[config.mk]
export PLATFORM = sky130hd
export DESIGN_NAME = pfr_ctrl
export DESIGN_NICKNAME = d
export VERILOG_FILES = /design/src/rtl/core/pfr_pkg.sv /design/src/rtl/core/pfr_ctrl.sv
export SDC_FILE = /design/constraint.sdc
export NUM_CORES = 1
export LEC_CHECK = 0
export ABC_AREA = 1
export BUFFER_PORTS_ARGS = -buffer_cell sky130_fd_sc_hd__buf_2
export CORE_AREA = 10 10 47 49
export CTS_CLUSTER_SIZE = 25
export DETAILED_ROUTE_END_ITERATION = 16
export DIE_AREA = 0 0 57 59
export PLACE_DENSITY = 0.41
export SYNTH_ARGS = -nofsm -noshare
export SYNTH_HDL_FRONTEND = slang
export SYNTH_SLANG_ARGS = --single-unit
export TNS_END_PERCENT = 50
[constraint.sdc]
create_clock -name i_clk -period 1.2 [get_ports i_clk]
set_input_delay 0 -clock i_clk [delete_from_list [all_inputs] [get_ports i_clk]]
set_output_delay 0 -clock i_clk [all_outputs]
set_load 0.005 [all_outputs]
[src/rtl/core/pfr_pkg.sv]
// Package for the paged framebuffer refresh stream: shared types, codes and defaults.
// Used by pfr_ctrl, pfr_dp, the top level and the port checker.
package pfr_pkg;

    // Default geometry.
    localparam int unsigned COLUMNS_DEF      = 132;
    localparam int unsigned PAGES_DEF        = 4;
    localparam int unsigned PIXEL_WIDTH_DEF  = 128;
    localparam int unsigned PIXEL_HEIGHT_DEF = 32;

    // Width of the linear index calculation: covers 4 pages of 255 columns.
    localparam int unsigned IDX_W = 10;

    // Register reset values.
    localparam logic [7:0] PAGE_OPC_RST = 8'd34;
    localparam logic [7:0] COL_OPC_RST  = 8'd33;

    // Register indexes.
    localparam logic CFG_PAGE_OPC = 1'b0;
    localparam logic CFG_COL_OPC  = 1'b1;

    // Slots of the per-page header.
    localparam int unsigned HDR_PAGE_CMD = 0;
    localparam int unsigned HDR_PAGE_LO  = 1;
    localparam int unsigned HDR_PAGE_HI  = 2;
    localparam int unsigned HDR_COL_CMD  = 3;
    localparam int unsigned HDR_COL_LO   = 4;
    localparam int unsigned HDR_COL_HI   = 5;
    localparam int unsigned HDR_LEN      = 6;

    typedef enum logic [1:0] {
        OP_PIXEL   = 2'd0,
        OP_BYTE    = 2'd1,
        OP_REFRESH = 2'd2,
        OP_NEXT    = 2'd3
    } t_op;

    typedef enum logic [1:0] {
        KIND_NONE = 2'd0,
        KIND_CMD  = 2'd1,
        KIND_DATA = 2'd2
    } t_kind;

    typedef enum logic [2:0] {
        ST_CLEAR,
        ST_IDLE,
        ST_PIXEL,
        ST_COPY,
        ST_SEND
    } t_state;

    // Controller to datapath.
    typedef struct packed {
        logic clear_step;
        logic copy_step;
        logic accept;
        logic pix_wr;
        logic send_ld;
    } t_cmd;

    // Datapath to controller.
    typedef struct packed {
        logic sweep_last;
        logic need_pixel;
        logic need_copy;
        logic need_send;
    } t_stat;

endpackage

[src/rtl/core/pfr_ctrl.sv]
// Controller of the paged framebuffer refresh stream: sequencing state machine and handshakes.
// Depends on pfr_pkg; drives pfr_dp through pfr_pkg::t_cmd.
module pfr_ctrl (
    input  logic           i_clk,
    input  logic           i_rst_n,
    input  logic           i_in_valid,
    output logic           o_in_stall,
    output logic           o_out_valid,
    input  logic           i_out_stall,
    input  pfr_pkg::t_stat i_stat,
    output pfr_pkg::t_cmd  o_cmd
);

    pfr_pkg::t_state r_state, n_state;
    logic            r_out_valid, n_out_valid;
    logic            out_free;
    logic            accept;

    assign out_free = !r_out_valid || !i_out_stall;
    assign accept   = (r_state == pfr_pkg::ST_IDLE) && i_in_valid && out_free;

    always_comb begin
        n_state = r_state;
        case (r_state)
            pfr_pkg::ST_CLEAR: begin
                if (i_stat.sweep_last) n_state = pfr_pkg::ST_IDLE;
            end
            pfr_pkg::ST_IDLE: begin
                if (accept) begin
                    if (i_stat.need_pixel)     n_state = pfr_pkg::ST_PIXEL;
                    else if (i_stat.need_copy) n_state = pfr_pkg::ST_COPY;
                    else if (i_stat.need_send) n_state = pfr_pkg::ST_SEND;
                end
            end
            pfr_pkg::ST_PIXEL: n_state = pfr_pkg::ST_IDLE;
            pfr_pkg::ST_COPY: begin
                if (i_stat.sweep_last) n_state = pfr_pkg::ST_IDLE;
            end
            pfr_pkg::ST_SEND:  n_state = pfr_pkg::ST_IDLE;
            default:           n_state = pfr_pkg::ST_CLEAR;
        endcase
    end

    always_comb begin
        o_cmd            = '0;
        o_cmd.clear_step = (r_state == pfr_pkg::ST_CLEAR);
        o_cmd.copy_step  = (r_state == pfr_pkg::ST_COPY);
        o_cmd.accept     = accept;
        o_cmd.pix_wr     = (r_state == pfr_pkg::ST_PIXEL);
        o_cmd.send_ld    = (r_state == pfr_pkg::ST_SEND);
        o_in_stall       = !((r_state == pfr_pkg::ST_IDLE) && out_free);
        o_out_valid      = r_out_valid;
    end

    always_comb begin
        n_out_valid = r_out_valid;
        if ((accept && !i_stat.need_send) || (r_state == pfr_pkg::ST_SEND)) begin
            n_out_valid = 1'b1;
        end else if (!i_out_stall) begin
            n_out_valid = 1'b0;
        end
    end

    always_ff @(posedge i_clk) begin
        if (!i_rst_n) begin
            r_state     <= pfr_pkg::ST_CLEAR;
            r_out_valid <= 1'b0;
        end else begin
            r_state     <= n_state;
            r_out_valid <= n_out_valid;
        end
    end

endmodule

# After elaboration in Yosys (flattened, before gate mapping)

Index checks and enable logic that the tools add are counted.
W data, S select, Z words.

Register bits: 4
Bits of input ports: 8
Output and inout port bits: 7
Word-level logic and storage cells: 32

Eq/ne operators: 8
Multiplexer cells: 8
Reduce and logical (&&, ||, !) cells: 14

Operators by type and width:

| kind                 | number |
|---|---|
| $mux W3              | 5 |
| $pmux W3 S3          | 1 |
| $eq A3 B2 Y1 const B | 2 |
| $logic_and A1 B1 Y1  | 4 |
| $logic_not A1 Y1     | 4 |
| $ne A2 B1 Y1 const B | 2 |
| $ne A4 B4 Y1 const B | 1 |
| $reduce_or A2 Y1     | 2 |
| $eq A3 B1 Y1 const B | 1 |
| $eq A3 B3 Y1 const B | 1 |
| $logic_not A3 Y1     | 1 |
| $reduce_and A3 Y1    | 1 |
| $logic_or A1 B1 Y1   | 2 |
| $mux W1              | 2 |
| $ne A2 B2 Y1 const B | 1 |

# Longest topological paths before layout

Depth after elaboration: 6
Mapped depth: 8

# Least setup slack after synthesis

No wires, ideal clock.

Path kind: register -> register
From: register r_state[0]
To: register r_state[0]
Setup time: 0.113 ns
Data arrival time: 0.862 ns
Required time: 1.087 ns
Slack: 0.225 ns
Cell stages (with the launch flop): 8
Cells stage by stage: dfxtp_1 > nand2_1 > nor2_2 > o21ai_2 > nand3_2 > nand2_1 > nand2_1 > nor2_1

Longest elaborated chain between the ends: 5

RTL lines:

| element                            | line                           | RTL |
|---|---|---|
| from (decl)                        | pfr_ctrl.sv:14                 | `pfr_pkg::t_state r_state, n_state;` |
| from (signal assigned)             | pfr_ctrl.sv:66                 | `r_state <= pfr_pkg::ST_CLEAR;` |
| from (signal assigned)             | pfr_ctrl.sv:69                 | `r_state <= n_state;` |
| $eq A3 B1 Y1                       | pfr_ctrl.sv:20, pfr_ctrl.sv:24 |  |
| $logic_and A1 B1 Y1 (2 in series)  | pfr_ctrl.sv:20                 | `assign accept = (r_state == pfr_pkg::ST_IDLE) && i_in_valid && out_free;` |
| $ne A2 B2 Y1 (no source line)      | --                             |  |
| $reduce_and A3 Y1 (no source line) | --                             |  |

Several ways; a longest one is shown, not always the timed one.
A chain may end at the register's enable or synchronous reset.

# Final worst setup path

From: register r_state[1]
To: output o_in_stall

Longest elaborated chain between the ends: 3

RTL lines:

| element             | line           | RTL |
|---|---|---|
| $eq A3 B1 Y1        | pfr_ctrl.sv:51 | `o_in_stall = !((r_state == pfr_pkg::ST_IDLE) && out_free);` |
| $logic_and A1 B1 Y1 | pfr_ctrl.sv:51 |  |
| $logic_not A1 Y1    | pfr_ctrl.sv:51 |  |
| to (decl)           | pfr_ctrl.sv:7  | `output logic o_in_stall,` |

Every way passes these cells.

==> results_dict.tcl <==
set metrics [dict create \
    path_clk_slew_ns 0.04 \
    dr.pass1.iters 4 \
    synth_compound_gate_area_share_pct 8.66 \
    dieHeight_um 59 \
    timing.rr.start "r_state[0]" \
    dpl_cell_area_um2 379 \
    cts_root_buf "clkbuf_4" \
    cts_max_level 1 \
    outcome "finished, final reports clean" \
    clockPowerShare_pct 24.3 \
    slew_viol_final 0 \
    setup_slack_ns 0.0751 \
    grt-ovfl-total 0 \
    whs_endpoint "r_state[0]" \
    postSynthAreaPerCell_um2 5.78 \
    grt_usage_pct 5.14 \
    slew_headroom_pct 82.2 \
    cell_internal_pwr_mw 0.433 \
    path_class "reg -> out" \
    dp.cells 80 \
    fp.coreArea_mm2 0.00140 \
    die_w_um 57 \
    synth.most_common_cell "nand2_1" \
    synthAdderAreaFrac_pct 0 \
    ant_nets 0 \
    nets 79 \
    synth_top_area_share_pct 27.7 \
    synth_top_family_by_area "simple AND/OR/NAND/NOR gates" \
    power.leakage_nw 0.260 \
    seq_area_frac_synth_pct 27.7 \
    pre_cts_slack_ns 0.0963 \
    ctsHoldBuffers 0 \
    drtIter0Drc 4 \
    clkSinkCount 4 \
    r2r_end "r_state[0]" \
    vias_per_cell 4.00 \
    skew_ns 0.00172 \
    cts_tree "built" \
    rows 14 \
    cts_buffers 3 \
    start_util_pct 20.6 \
    gp_congestion 0.665 \
    hold_depth 3 \
    synth_simple_gate_area_share_pct 46.8 \
    yosys_warnings 0 \
    syn_nets 58 \
    grt_first_pass_wirelength_um 1370 \
    synth_area_leaders "dfxtp_1 28%, nand2_1 18%, inv_1 12%" \
    worstSkewPairLatency_ns 0.24 \
    p_per_area_mw_per_mm2 1660 \
    min_path_type "in -> reg" \
    wl_per_cell_um 9.94 \
    postSynth.asyncResetShare_pct 0 \
    start_kind "register" \
    synth_common_cells "14 x nand2_1, 9 x inv_1, 8 x nor2_1, 4 x dfxtp_1" \
    synth_edf_count 0 \
    period_needed_ns 1.12 \
    cp.required_ns 1.20 \
    finalSetupViolCount 0 \
    rsz0062_at_grt "no" \
    portBuffers 14 \
    finalPower_mw 0.709 \
    final_area_um2 428 \
    power_switching_mw 0.276 \
    timing.setup.tns_ns 0 \
    crit_fanout 5 \
    fin_hold_ws_ns 0.00819 \
    layout.cells.non_filler 85 \
    r2r_setup_slack_ns 0.13 \
    vias 340 \
    synth_xor_area_share_pct 0 \
    post-route-period-util_pct 93.7 \
    grt_max_degree 7 \
    max_freq_mhz 889 \
    first_global_vias 343 \
    drive_gt1_share_pct 43.5 \
    critPathArrivalTime_ns 1.12 \
    dieArea_mm2 0.00336 \
    synth_seq_cells 4 \
    cts_max_path_buffers 2 \
    syn-cell-area_um2 289 \
    worst_slew_pin_slew_ns 0.266 \
    setup.worst_path.start "r_state[1]" \
    io_pins 15 \
    ys_types 15 \
    synthMuxAreaShare_pct 0 \
    drcViolationCount 0 \
    yosys_most_used_dff "dfxtp_1" \
    swShare_pct 38.9 \
    cap_violations 0 \
    power_frac_seq_pct 27.3 \
    hp-start "i_rst_n" \
    finalWirelength_um 845 \
    ir_worst_vdd_v 0.000852 \
    antenna_found_initial 0 \
    synth_area_leader_cell "dfxtp_1" \
    synthCells 50 \
    cp-end-kind "output pin" \
    fin_util_pct 30.5 \
    report.final.hold_viol_count 0 \
    reg2regPathDepth 8 \
    diodes 0 \
    dpl.hpwl_um 699 \
    fillCellCount 167 \
    combPwrFrac_pct 48.5 \
    syn_to_final_growth_pct 48.1 \
]
[registers in the layout, summed over array words and instances (netlist names)]
| name | count |
|---|---|
| r_state | 3 |
| o_out_valid | 1 |
[cells by family (layout without fill, tap and decap cells)]
logic type,after synthesis,after routing
AO/OA/AOI/OAI,4,4
buffers and inverters,12,31
flip-flops,4,4
AND/OR/NAND/NOR,30,30
[critical path, cell delays in order (launching register included)]
cell and delay (ns):
dfxtp_2 0.33, inv_2 0.09, nand2_2 0.08, nor2_4 0.12, buf_4 0.11, nand2_1 0.04
buf_2 0.12
[layout make-up]
cell class / instances / area, um^2 / share of cell area, %
clock buffers: 3 / 22.5 / 5.26
inverters: 11 / 41.3 / 9.65
multi-input cells: 34 / 168 / 39.2
flip-flops and latches: 4 / 83.8 / 19.6
well taps: 16 / 20.0 / 4.68
repair buffers: 17 / 92.6 / 21.6
[power by group through the flow]
stage	clock [mW]	combinational, mW	sequential, mW
final	0.172	0.344	0.193
after global routing	0.186	0.394	0.199
after CTS	0.177	0.309	0.186
after detailed placement	0	0.307	0.188
after global placement	0	0.311	0.187
after floorplan	0	0.199	0.184
[placed cells by master (no fill, tap or decap), drive strengths merged]
| cell | count |
|---|---|
| inv | 11 |
| a31oi | 1 |
| clkbuf | 3 |
| dfxtp | 4 |
| nand2 | 14 |
| o21ai | 3 |
| nor2 | 9 |
| nand4 | 1 |
| nand3 | 3 |
| nor3 | 3 |
| buf | 17 |
[layer usage]
metal | wire, um | track usage [%] | up-vias | part of all wire, %
li1 | - | - | 191 | -
met1 | 401 | 5.46 | 139 | 47
met2 | 374 | 7.29 | 10 | 44
met3 | 69 | 3.00 | 0 | 8.2
met4 | 0 | 4.03 | 0 | 0
met5 | 0 | 0 | - | 0
[repair_timing]
item,4_1_cts,5_1_grt
buffers inserted,0,2
gates resized for setup,0,5
endpoints found under the setup margin,0,3
[how the worst max path moves through the flow]
stage,end
floorplan,r_state[0]
global placement,r_state[1]
detailed placement,r_state[1]
CTS,o_in_stall
global route,r_state[1]
finish,o_in_stall
Power figures use the tool's default switching activity.
